[src/design/gvd_pkg.sv]
// Shared types and constants for the gesture vote debounce block.
package gvd_pkg;

    // Vote window length and derived widths
    localparam int WINDOW_LEN = 10;
    localparam int CNT_W      = $clog2(WINDOW_LEN + 1);
    localparam int NUM_CODES  = 4;

    // Queue between front and back
    localparam int MID_DEPTH  = 4;
    localparam int MID_PTR_W  = $clog2(MID_DEPTH);
    localparam int MID_CNT_W  = $clog2(MID_DEPTH + 1);

    // Field widths
    localparam int POS_W   = 13;
    localparam int DIM_W   = 12;
    localparam int HEAD_W  = 14;
    localparam int SQ_W    = 2 * HEAD_W - 1;
    localparam int DIST_W  = 28;
    localparam int DATA_W  = 32;
    localparam int ADDR_W  = 4;

    // Register map, by word index
    localparam logic [1:0] REG_IMAGE_WIDTH  = 2'd0;
    localparam logic [1:0] REG_IMAGE_HEIGHT = 2'd1;
    localparam logic [1:0] REG_MIN_DIST_SQ  = 2'd2;
    localparam logic [1:0] REG_MAX_DIST_SQ  = 2'd3;

    // Reset values of the registers
    localparam logic [DIM_W-1:0]  RST_IMAGE_WIDTH  = 12'd640;
    localparam logic [DIM_W-1:0]  RST_IMAGE_HEIGHT = 12'd480;
    localparam logic [DIST_W-1:0] RST_MIN_DIST_SQ  = 28'd1000000;
    localparam logic [DIST_W-1:0] RST_MAX_DIST_SQ  = 28'd2890000;

    // Frame class codes
    typedef enum logic [1:0] {
        CODE_NONE   = 2'd0,
        CODE_FIST   = 2'd1,
        CODE_PALM   = 2'd2,
        CODE_URGENT = 2'd3
    } t_code;

    // Configuration seen by the front end
    typedef struct packed {
        logic [DIM_W-1:0]  image_width;
        logic [DIM_W-1:0]  image_height;
        logic [DIST_W-1:0] min_dist_sq;
        logic [DIST_W-1:0] max_dist_sq;
    } t_cfg;

endpackage

[src/design/gvd_front.sv]
// Front end: takes frames, squares head offsets and classifies each frame.
module gvd_front (
    input  logic                             i_clk,
    input  logic                             i_rst_n,
    input  gvd_pkg::t_cfg                    i_cfg,
    input  logic                             i_push,
    output logic                             o_full,
    input  logic signed [gvd_pkg::POS_W-1:0]  i_hand_x,
    input  logic signed [gvd_pkg::POS_W-1:0]  i_hand_y,
    input  logic                             i_fist_found,
    input  logic                             i_palm_found,
    input  logic signed [gvd_pkg::HEAD_W-1:0] i_head_dx,
    input  logic signed [gvd_pkg::HEAD_W-1:0] i_head_dy,
    input  logic signed [gvd_pkg::HEAD_W-1:0] i_head_dz,
    output logic                             o_code_push,
    output gvd_pkg::t_code                   o_code,
    input  logic                             i_code_full
);

    logic                           r_valid;
    logic                           r_outside;
    logic                           r_fist;
    logic                           r_palm;
    logic [gvd_pkg::SQ_W-1:0]       r_sq_x;
    logic [gvd_pkg::SQ_W-1:0]       r_sq_y;
    logic [gvd_pkg::SQ_W-1:0]       r_sq_z;

    logic                           accept;
    logic                           outside;
    logic [gvd_pkg::HEAD_W-1:0]     abs_x;
    logic [gvd_pkg::HEAD_W-1:0]     abs_y;
    logic [gvd_pkg::HEAD_W-1:0]     abs_z;
    logic [gvd_pkg::DIST_W-1:0]     dist_sq;
    logic                           urgent;

    // Stage holds while its beat cannot enter the queue
    assign o_full      = r_valid && i_code_full;
    assign accept      = i_push && !o_full;
    assign o_code_push = r_valid && !i_code_full;

    // Hand position against the image bounds
    assign outside = i_hand_x[gvd_pkg::POS_W-1]
                  || (i_hand_x[gvd_pkg::DIM_W-1:0] > i_cfg.image_width)
                  || i_hand_y[gvd_pkg::POS_W-1]
                  || (i_hand_y[gvd_pkg::DIM_W-1:0] > i_cfg.image_height);

    // Magnitudes of the head offsets
    assign abs_x = i_head_dx[gvd_pkg::HEAD_W-1] ? 14'(-i_head_dx) : 14'(i_head_dx);
    assign abs_y = i_head_dy[gvd_pkg::HEAD_W-1] ? 14'(-i_head_dy) : 14'(i_head_dy);
    assign abs_z = i_head_dz[gvd_pkg::HEAD_W-1] ? 14'(-i_head_dz) : 14'(i_head_dz);

    // Register validity of the square stage
    always_ff @(posedge i_clk) begin
        if (!i_rst_n) begin
            r_valid <= 1'b0;
        end else if (accept) begin
            r_valid <= 1'b1;
        end else if (o_code_push) begin
            r_valid <= 1'b0;
        end
    end

    // Capture squares and flags
    always_ff @(posedge i_clk) begin
        if (accept) begin
            r_outside <= outside;
            r_fist    <= i_fist_found;
            r_palm    <= i_palm_found;
            r_sq_x    <= gvd_pkg::SQ_W'(abs_x) * gvd_pkg::SQ_W'(abs_x);
            r_sq_y    <= gvd_pkg::SQ_W'(abs_y) * gvd_pkg::SQ_W'(abs_y);
            r_sq_z    <= gvd_pkg::SQ_W'(abs_z) * gvd_pkg::SQ_W'(abs_z);
        end
    end

    // Sum the squares and classify
    assign dist_sq = gvd_pkg::DIST_W'(r_sq_x) + gvd_pkg::DIST_W'(r_sq_y)
                   + gvd_pkg::DIST_W'(r_sq_z);
    assign urgent  = (dist_sq < i_cfg.min_dist_sq) || (dist_sq > i_cfg.max_dist_sq);

    always_comb begin
        if (r_outside) begin
            o_code = gvd_pkg::CODE_NONE;
        end else if (urgent) begin
            o_code = gvd_pkg::CODE_URGENT;
        end else if (r_fist && !r_palm) begin
            o_code = gvd_pkg::CODE_FIST;
        end else if (!r_fist && r_palm) begin
            o_code = gvd_pkg::CODE_PALM;
        end else begin
            o_code = gvd_pkg::CODE_NONE;
        end
    end

endmodule

[src/design/gvd_fifo.sv]
// Short queue of frame codes between the front end and the vote stage.
module gvd_fifo (
    input  logic           i_clk,
    input  logic           i_rst_n,
    input  logic           i_push,
    input  gvd_pkg::t_code i_data,
    output logic           o_full,
    input  logic           i_pop,
    output gvd_pkg::t_code o_data,
    output logic           o_empty
);

    gvd_pkg::t_code                  r_mem [gvd_pkg::MID_DEPTH];
    logic [gvd_pkg::MID_PTR_W-1:0]   r_wr_ptr;
    logic [gvd_pkg::MID_PTR_W-1:0]   r_rd_ptr;
    logic [gvd_pkg::MID_CNT_W-1:0]   r_count;

    logic                            do_push;
    logic                            do_pop;

    assign o_full  = (r_count == gvd_pkg::MID_CNT_W'(gvd_pkg::MID_DEPTH));
    assign o_empty = (r_count == '0);
    assign do_push = i_push && !o_full;
    assign do_pop  = i_pop && !o_empty;
    assign o_data  = r_mem[r_rd_ptr];

    // Advance pointers and occupancy
    always_ff @(posedge i_clk) begin
        if (!i_rst_n) begin
            r_wr_ptr <= '0;
            r_rd_ptr <= '0;
            r_count  <= '0;
        end else begin
            if (do_push) begin
                r_wr_ptr <= r_wr_ptr + 1'b1;
            end
            if (do_pop) begin
                r_rd_ptr <= r_rd_ptr + 1'b1;
            end
            if (do_push && !do_pop) begin
                r_count <= r_count + 1'b1;
            end else if (!do_push && do_pop) begin
                r_count <= r_count - 1'b1;
            end
        end
    end

    // Store the incoming beat
    always_ff @(posedge i_clk) begin
        if (do_push) begin
            r_mem[r_wr_ptr] <= i_data;
        end
    end

endmodule

[src/design/gvd_back.sv]
// Back end: sliding-window majority vote, change detection and result register.
module gvd_back (
    input  logic                              i_clk,
    input  logic                              i_rst_n,
    input  logic                              i_code_empty,
    input  gvd_pkg::t_code                    i_code,
    output logic                              o_code_pop,
    output logic                              o_empty,
    input  logic                              i_pop,
    output logic [1:0]                        o_event_code,
    output logic [1:0]                        o_smoothed_code,
    output logic [1:0]                        o_raw_code
);

    gvd_pkg::t_code              r_window [gvd_pkg::WINDOW_LEN];
    logic [gvd_pkg::CNT_W-1:0]   r_fill;
    logic [gvd_pkg::CNT_W-1:0]   r_cnt [gvd_pkg::NUM_CODES];
    gvd_pkg::t_code              r_prev;
    logic                        r_have_prev;
    logic                        r_out_valid;
    gvd_pkg::t_code              r_event;
    gvd_pkg::t_code              r_smooth;
    gvd_pkg::t_code              r_raw;

    logic                        step;
    logic                        full_window;
    gvd_pkg::t_code              oldest;
    logic [gvd_pkg::CNT_W-1:0]   n_cnt [gvd_pkg::NUM_CODES];
    logic [gvd_pkg::CNT_W-1:0]   best;
    gvd_pkg::t_code              smooth;
    gvd_pkg::t_code              evt;

    // Take a code whenever the result register is free or being drained
    assign step        = !i_code_empty && (!r_out_valid || i_pop);
    assign o_code_pop  = step;
    assign full_window = (r_fill == gvd_pkg::CNT_W'(gvd_pkg::WINDOW_LEN));
    assign oldest      = r_window[gvd_pkg::WINDOW_LEN-1];

    // Running counts: add the new code, drop the one that leaves the window
    always_comb begin
        for (int c = 0; c < gvd_pkg::NUM_CODES; c++) begin
            n_cnt[c] = r_cnt[c]
                     + gvd_pkg::CNT_W'(i_code == gvd_pkg::t_code'(2'(c)))
                     - gvd_pkg::CNT_W'(full_window && (oldest == gvd_pkg::t_code'(2'(c))));
        end
    end

    // Majority: strict compare keeps the lower code on a tie
    always_comb begin
        best   = '0;
        smooth = gvd_pkg::CODE_NONE;
        for (int c = 0; c < gvd_pkg::NUM_CODES; c++) begin
            if (n_cnt[c] > best) begin
                best   = n_cnt[c];
                smooth = gvd_pkg::t_code'(2'(c));
            end
        end
    end

    assign evt = (r_have_prev && (smooth != r_prev)) ? smooth : gvd_pkg::CODE_NONE;

    // Window, counts and history
    always_ff @(posedge i_clk) begin
        if (!i_rst_n) begin
            for (int k = 0; k < gvd_pkg::WINDOW_LEN; k++) begin
                r_window[k] <= gvd_pkg::CODE_NONE;
            end
            for (int c = 0; c < gvd_pkg::NUM_CODES; c++) begin
                r_cnt[c] <= '0;
            end
            r_fill      <= '0;
            r_prev      <= gvd_pkg::CODE_NONE;
            r_have_prev <= 1'b0;
        end else if (step) begin
            r_window[0] <= i_code;
            for (int k = 1; k < gvd_pkg::WINDOW_LEN; k++) begin
                r_window[k] <= r_window[k-1];
            end
            for (int c = 0; c < gvd_pkg::NUM_CODES; c++) begin
                r_cnt[c] <= n_cnt[c];
            end
            if (!full_window) begin
                r_fill <= r_fill + 1'b1;
            end
            r_prev      <= smooth;
            r_have_prev <= 1'b1;
        end
    end

    // Result register valid
    always_ff @(posedge i_clk) begin
        if (!i_rst_n) begin
            r_out_valid <= 1'b0;
        end else if (step) begin
            r_out_valid <= 1'b1;
        end else if (i_pop) begin
            r_out_valid <= 1'b0;
        end
    end

    // Result payload
    always_ff @(posedge i_clk) begin
        if (step) begin
            r_event  <= evt;
            r_smooth <= smooth;
            r_raw    <= i_code;
        end
    end

    assign o_empty         = !r_out_valid;
    assign o_event_code    = r_event;
    assign o_smoothed_code = r_smooth;
    assign o_raw_code      = r_raw;

endmodule

[src/design/gesture_vote_debounce.sv]
// Top level of the gesture vote debounce block: register file, front, queue and vote.
//
// Each frame beat is classified as none, fist, palm or urgency and voted over the last
// ten frames (fewer just after reset); one result beat comes out per frame beat, in order.
// A beat can be taken on every clock cycle while full is low. A result beat passes through
// the squaring register of the front end and the four-entry code queue; it then waits in
// the result register of the vote stage until it is popped. Back-pressure on pop fills the
// queue and then raises full. Registers sit at byte addresses 0 (image width), 4 (image
// height), 8 (minimum squared distance) and 12 (maximum squared distance); the user must
// write them only while no frame is in flight, as the block itself does not enforce this.
module gesture_vote_debounce (
    input  logic                              i_clk,
    input  logic                              i_rst_n,
    input  logic                              psel,
    input  logic                              penable,
    input  logic                              pwrite,
    input  logic [gvd_pkg::ADDR_W-1:0]        paddr,
    input  logic [gvd_pkg::DATA_W-1:0]        pwdata,
    output logic [gvd_pkg::DATA_W-1:0]        prdata,
    output logic                              pready,
    input  logic                              push,
    output logic                              full,
    input  logic signed [gvd_pkg::POS_W-1:0]  i_hand_x,
    input  logic signed [gvd_pkg::POS_W-1:0]  i_hand_y,
    input  logic                              i_fist_found,
    input  logic                              i_palm_found,
    input  logic signed [gvd_pkg::HEAD_W-1:0] i_head_dx,
    input  logic signed [gvd_pkg::HEAD_W-1:0] i_head_dy,
    input  logic signed [gvd_pkg::HEAD_W-1:0] i_head_dz,
    output logic                              empty,
    input  logic                              pop,
    output logic [1:0]                        o_event_code,
    output logic [1:0]                        o_smoothed_code,
    output logic [1:0]                        o_raw_code
);

    gvd_pkg::t_cfg   r_cfg;
    logic            cfg_write;
    logic [1:0]      reg_idx;
    logic            code_push;
    gvd_pkg::t_code  code_in;
    logic            code_full;
    logic            code_pop;
    gvd_pkg::t_code  code_out;
    logic            code_empty;

    assign pready    = 1'b1;
    assign cfg_write = psel && penable && pwrite && pready;
    assign reg_idx   = paddr[3:2];

    // Register writes
    always_ff @(posedge i_clk) begin
        if (!i_rst_n) begin
            r_cfg.image_width  <= gvd_pkg::RST_IMAGE_WIDTH;
            r_cfg.image_height <= gvd_pkg::RST_IMAGE_HEIGHT;
            r_cfg.min_dist_sq  <= gvd_pkg::RST_MIN_DIST_SQ;
            r_cfg.max_dist_sq  <= gvd_pkg::RST_MAX_DIST_SQ;
        end else if (cfg_write) begin
            case (reg_idx)
                gvd_pkg::REG_IMAGE_WIDTH: begin
                    r_cfg.image_width <= pwdata[gvd_pkg::DIM_W-1:0];
                end
                gvd_pkg::REG_IMAGE_HEIGHT: begin
                    r_cfg.image_height <= pwdata[gvd_pkg::DIM_W-1:0];
                end
                gvd_pkg::REG_MIN_DIST_SQ: begin
                    r_cfg.min_dist_sq <= pwdata[gvd_pkg::DIST_W-1:0];
                end
                gvd_pkg::REG_MAX_DIST_SQ: begin
                    r_cfg.max_dist_sq <= pwdata[gvd_pkg::DIST_W-1:0];
                end
                default: begin
                end
            endcase
        end
    end

    // Register reads
    always_comb begin
        case (reg_idx)
            gvd_pkg::REG_IMAGE_WIDTH:  prdata = gvd_pkg::DATA_W'(r_cfg.image_width);
            gvd_pkg::REG_IMAGE_HEIGHT: prdata = gvd_pkg::DATA_W'(r_cfg.image_height);
            gvd_pkg::REG_MIN_DIST_SQ:  prdata = gvd_pkg::DATA_W'(r_cfg.min_dist_sq);
            gvd_pkg::REG_MAX_DIST_SQ:  prdata = gvd_pkg::DATA_W'(r_cfg.max_dist_sq);
            default:                   prdata = '0;
        endcase
    end

    gvd_front u_front (
        .i_clk        (i_clk),
        .i_rst_n      (i_rst_n),
        .i_cfg        (r_cfg),
        .i_push       (push),
        .o_full       (full),
        .i_hand_x     (i_hand_x),
        .i_hand_y     (i_hand_y),
        .i_fist_found (i_fist_found),
        .i_palm_found (i_palm_found),
        .i_head_dx    (i_head_dx),
        .i_head_dy    (i_head_dy),
        .i_head_dz    (i_head_dz),
        .o_code_push  (code_push),
        .o_code       (code_in),
        .i_code_full  (code_full)
    );

    gvd_fifo u_fifo (
        .i_clk   (i_clk),
        .i_rst_n (i_rst_n),
        .i_push  (code_push),
        .i_data  (code_in),
        .o_full  (code_full),
        .i_pop   (code_pop),
        .o_data  (code_out),
        .o_empty (code_empty)
    );

    gvd_back u_back (
        .i_clk           (i_clk),
        .i_rst_n         (i_rst_n),
        .i_code_empty    (code_empty),
        .i_code          (code_out),
        .o_code_pop      (code_pop),
        .o_empty         (empty),
        .i_pop           (pop),
        .o_event_code    (o_event_code),
        .o_smoothed_code (o_smoothed_code),
        .o_raw_code      (o_raw_code)
    );

endmodule
[config.mk]
export PLATFORM = sky130hd
export DESIGN_NAME = gesture_vote_debounce
export DESIGN_NICKNAME = d
export VERILOG_FILES = /design/src/design/gvd_pkg.sv /design/src/design/gvd_front.sv /design/src/design/gvd_fifo.sv /design/src/design/gvd_back.sv /design/src/design/gesture_vote_debounce.sv
export SDC_FILE = /design/constraint.sdc
export NUM_CORES = 2
export LEC_CHECK = 0
export BUFFER_PORTS_ARGS = -buffer_cell sky130_fd_sc_hd__buf_2
export CORE_ASPECT_RATIO = 1.4
export CORE_MARGIN = 2
export CORE_UTILIZATION = 45
export CTS_BUF_LIST = sky130_fd_sc_hd__clkbuf_8
export DETAILED_ROUTE_END_ITERATION = 6
export PLACE_DENSITY_LB_ADDON = 0.25
export SYNTH_ARGS = -nofsm -noshare
export SYNTH_HDL_FRONTEND = slang
export SYNTH_SLANG_ARGS = --single-unit
[constraint.sdc]
create_clock -name i_clk -period 11.5 [get_ports i_clk]
set_clock_uncertainty 0.15 [all_clocks]
set_input_delay 1.725 -clock i_clk [delete_from_list [all_inputs] [get_ports i_clk]]
set_output_delay 1.725 -clock i_clk [all_outputs]
set_load 0.005 [all_outputs]
==> flow_summary.json <==
{
  "area_growth_pct": 8.46,
  "fp-row-count": 112,
  "core_region_area_sq_um": 66600,
  "dr.pass1.iters": 7,
  "cts-hold-fix-buffers": 0,
  "startpoint_type": "input pin",
  "period_share": 0.796,
  "clk_latency_ns": 0.57,
  "drtIter0Drc": 953,
  "reg2reg_to": "u_back.o_event_code[0]",
  "r2r_slack_ns": 4.17,
  "drc_errors": 0,
  "cap_violations": 0,
  "routabilityCongestion": 0.852,
  "vias": 22190,
  "die_w_um": 223,
  "fmax_mhz": 109,
  "endpoint": "u_front.r_sq_z[26]",
  "status": "completed",
  "wl_um": 69500,
  "synth_seq_cells": 229,
  "worst_slew_pin_slew_ns": 1.11,
  "critical_path.max_fanout": 13,
  "place_hpwl_um": 57400,
  "avgViaCountPerCell": 5.17,
  "clock-sinks": 229,
  "fin_area_sq_um": 32800,
  "r2r_start": "u_back.r_fill[0]",
  "start_util": 0.455,
  "crit_arrival_ns": 9.37,
  "grt_overflow": 0,
  "postCtsSetupRepairBufs": 0,
  "yosysUniqueCellTypes": 81,
  "nNetsFinal": 4290,
  "portBuffers": 142,
  "dieHeight_um": 311,
  "antenna_left": 0,
  "grt_usage": 0.206,
  "seq_area_frac_synth": 0.195,
  "yosysTopAreaCell": "fa_1",
  "post_drt_wl_per_cell_um": 16.2,
  "netlist.area_leader.share": 0.254,
  "synth-edff-count": 131,
  "synthArstFlopShare": 0,
  "period_minus_slack_ns": 9.15,
  "dieArea_sq_um": 69400,
  "rsz0062_at_grt": "no",
  "r2r_cells": 29,
  "synth-main-ff-cell": "edfxtp_1",
  "cts_tree": "done",
  "finalMaxSlewViolations": 0,
  "ys.warnings.count": 0,
  "cts_buffer_depth": 3,
  "report.final.hold_viol_count": 0,
  "grt_pass1_wl_um": 116000,
  "syn_avg_cell_area_sq_um": 9.33,
  "numCtsBuffers": 38,
  "placed_area_sq_um": 32100,
  "fin_setup_tns_ns": 0,
  "root_buffer": "clkbuf_8",
  "drive_gt1_frac": 0.0801,
  "antenna_found_initial": 4,
  "clk_pin_slew_ns": 0.06,
  "grt_pass1_vias": 23310,
  "worstSetupPathType": "input pin to flop",
  "ios": 154,
  "cts_resized": 0,
  "ys_top_cells_by_area": "fa_1, ha_1, edfxtp_1",
  "cts.htree.levels": 2,
  "crit_path_end_kind": "flop",
  "worstHoldPathType": "flop to flop",
  "crit_path_start": "i_head_dz[0]",
  "final-setup-viol-count": 0,
  "syn_inst": 3244,
  "slew_headroom": 0.259,
  "netlist_area_sq_um": 30300,
  "required_ns": 11.72,
  "grt_max_degree": 77
}
==> state kept, by name, summed over array words and instances (netlist names), 3 cells and up, named ones only <==
| name | count |
|---|---|
| r_cfg | 80 |
| u_front.r_sq_x | 26 |
| u_front.r_sq_y | 26 |
| u_front.r_sq_z | 26 |
| u_back.r_window | 20 |
| u_back.r_cnt | 16 |
| u_fifo.r_mem | 8 |
| u_back.r_fill | 4 |
| u_fifo.r_count | 3 |
==> worst min path at each step <==
stage | startpoint | end | slack, ns | cells after the start
3_3_place_gp | r_cfg[27] | r_cfg[27] | 0.32 | 2
3_5_place_dp | r_cfg[70] | r_cfg[70] | 0.33 | 2
5_1_grt | r_cfg[79] | r_cfg[79] | 0.35 | 2
2_1_floorplan | r_cfg[57] | r_cfg[57] | 0.30 | 2
6_report | r_cfg[60] | r_cfg[60] | 0.33 | 2
4_1_cts | r_cfg[70] | r_cfg[70] | 0.33 | 2
==> kinds of logic after synthesis <==
kind of cell | synth area share
AO/OA/AOI/OAI | 0.110
XOR/XNOR | 0.0486
adder cells (fa/ha/maj) | 0.414
buffers and inverters | 0.0895
flip-flops | 0.195
multiplexers | 0.0199
other | 0.000248
AND/OR/NAND/NOR | 0.123
==> synth_stat cells, types with 14 or more instances <==
| master | count |
|---|---|
| ha_1 | 387 |
| nand2_1 | 344 |
| nand4_1 | 26 |
| and3_1 | 45 |
| nor3_1 | 26 |
| a21o_1 | 71 |
| nor2b_1 | 36 |
| nand2b_1 | 20 |
| a21oi_1 | 119 |
| o31ai_1 | 14 |
| dfxtp_1 | 98 |
| fa_1 | 384 |
| clkbuf_1 | 71 |
| mux2i_1 | 23 |
| o21bai_1 | 14 |
| o211ai_1 | 33 |
| o21ai_0 | 69 |
| nand3_1 | 26 |
| o21a_1 | 23 |
| xor2_1 | 57 |
| a21boi_0 | 63 |
| edfxtp_1 | 131 |
| mux4_2 | 14 |
| xnor2_1 | 109 |
| inv_1 | 624 |
| nor2_1 | 218 |
| and2_1 | 30 |
==> per-stage QoR <==
stage,util,hold slack [ns],std cells,setup WS [ns]
final,0.493,0.331,4291,2.35
after global placement,0.482,0.317,4221,1.84
after CTS,0.493,0.334,4290,2.39
after detailed placement,0.482,0.326,4221,1.82
after global routing,0.493,0.353,4291,1.89
after floorplan,-,0.303,3280,2.72
==> area by class of cell <==
| class | instances | area [sq um] |
|---|---|---|
| diodes | 1 | 2.50 |
| clock buffers | 40 | 551 |
| clock inverters | 29 | 215 |
| fillers | 6356 | 33700 |
| inverters | 632 | 2370 |
| multi-input cells | 2336 | 21800 |
| flip-flops and latches | 229 | 5900 |
| well taps | 855 | 1070 |
| repair buffers | 169 | 913 |
==> cells in the final DEF (no fill, tap or decap), types with 20 or more instances in the layout <==
master | netlist | final
dfxtp_1 | 98 | 98
nor3_1 | 26 | 26
and3_1 | 45 | 45
xnor2_1 | 109 | 109
o21ai_0 | 69 | 69
o21a_1 | 23 | 23
nand2b_1 | 20 | 20
nor2b_1 | 36 | 35
nor2_1 | 218 | 217
nand4_1 | 26 | 26
fa_1 | 384 | 384
o211ai_1 | 33 | 33
ha_1 | 387 | 387
edfxtp_1 | 131 | 131
mux2i_1 | 23 | 23
and2_1 | 30 | 30
buf_4 | 5 | 27
clkbuf_8 | 0 | 40
a21o_1 | 71 | 71
xor2_1 | 57 | 57
buf_2 | 4 | 142
a21oi_1 | 119 | 119
a21boi_0 | 63 | 63
nand2_1 | 344 | 344
inv_1 | 624 | 636
conb_1 | 2 | 38
nand3_1 | 26 | 26
==> worst max-delay path, cell delays in order <==
cell and delay [ns]:
buf_2 0.18, inv_1 0.39, nand3_1 0.24, o41ai_1 0.35
xor2_1 0.66, inv_1 0.35, nand2_1 0.22, inv_1 0.08
fa_1 0.53, fa_1 0.44, fa_1 0.53, inv_1 0.05
fa_1 0.47, inv_1 0.05, fa_1 0.53, inv_1 0.05
fa_1 0.49, inv_1 0.04, ha_1 0.37, nand4_1 0.16
or3_1 0.40, o21ai_2 0.22, a21oi_1 0.17, or3b_2 0.46
a21oi_1 0.21
==> per-layer routing <==
metal  track usage  vias to the layer above  share of wire
li1              -                    10864              -
met1         0.243                    10807           0.40
met4        0.0703                        0          0.034
met5             0                        -              0
met2         0.392                      406           0.53
met3        0.0140                      113          0.027
Power is left out: the tool's default activity adds up to more than one toggle a clock period on the data nets, which glitch-free logic cannot reach.
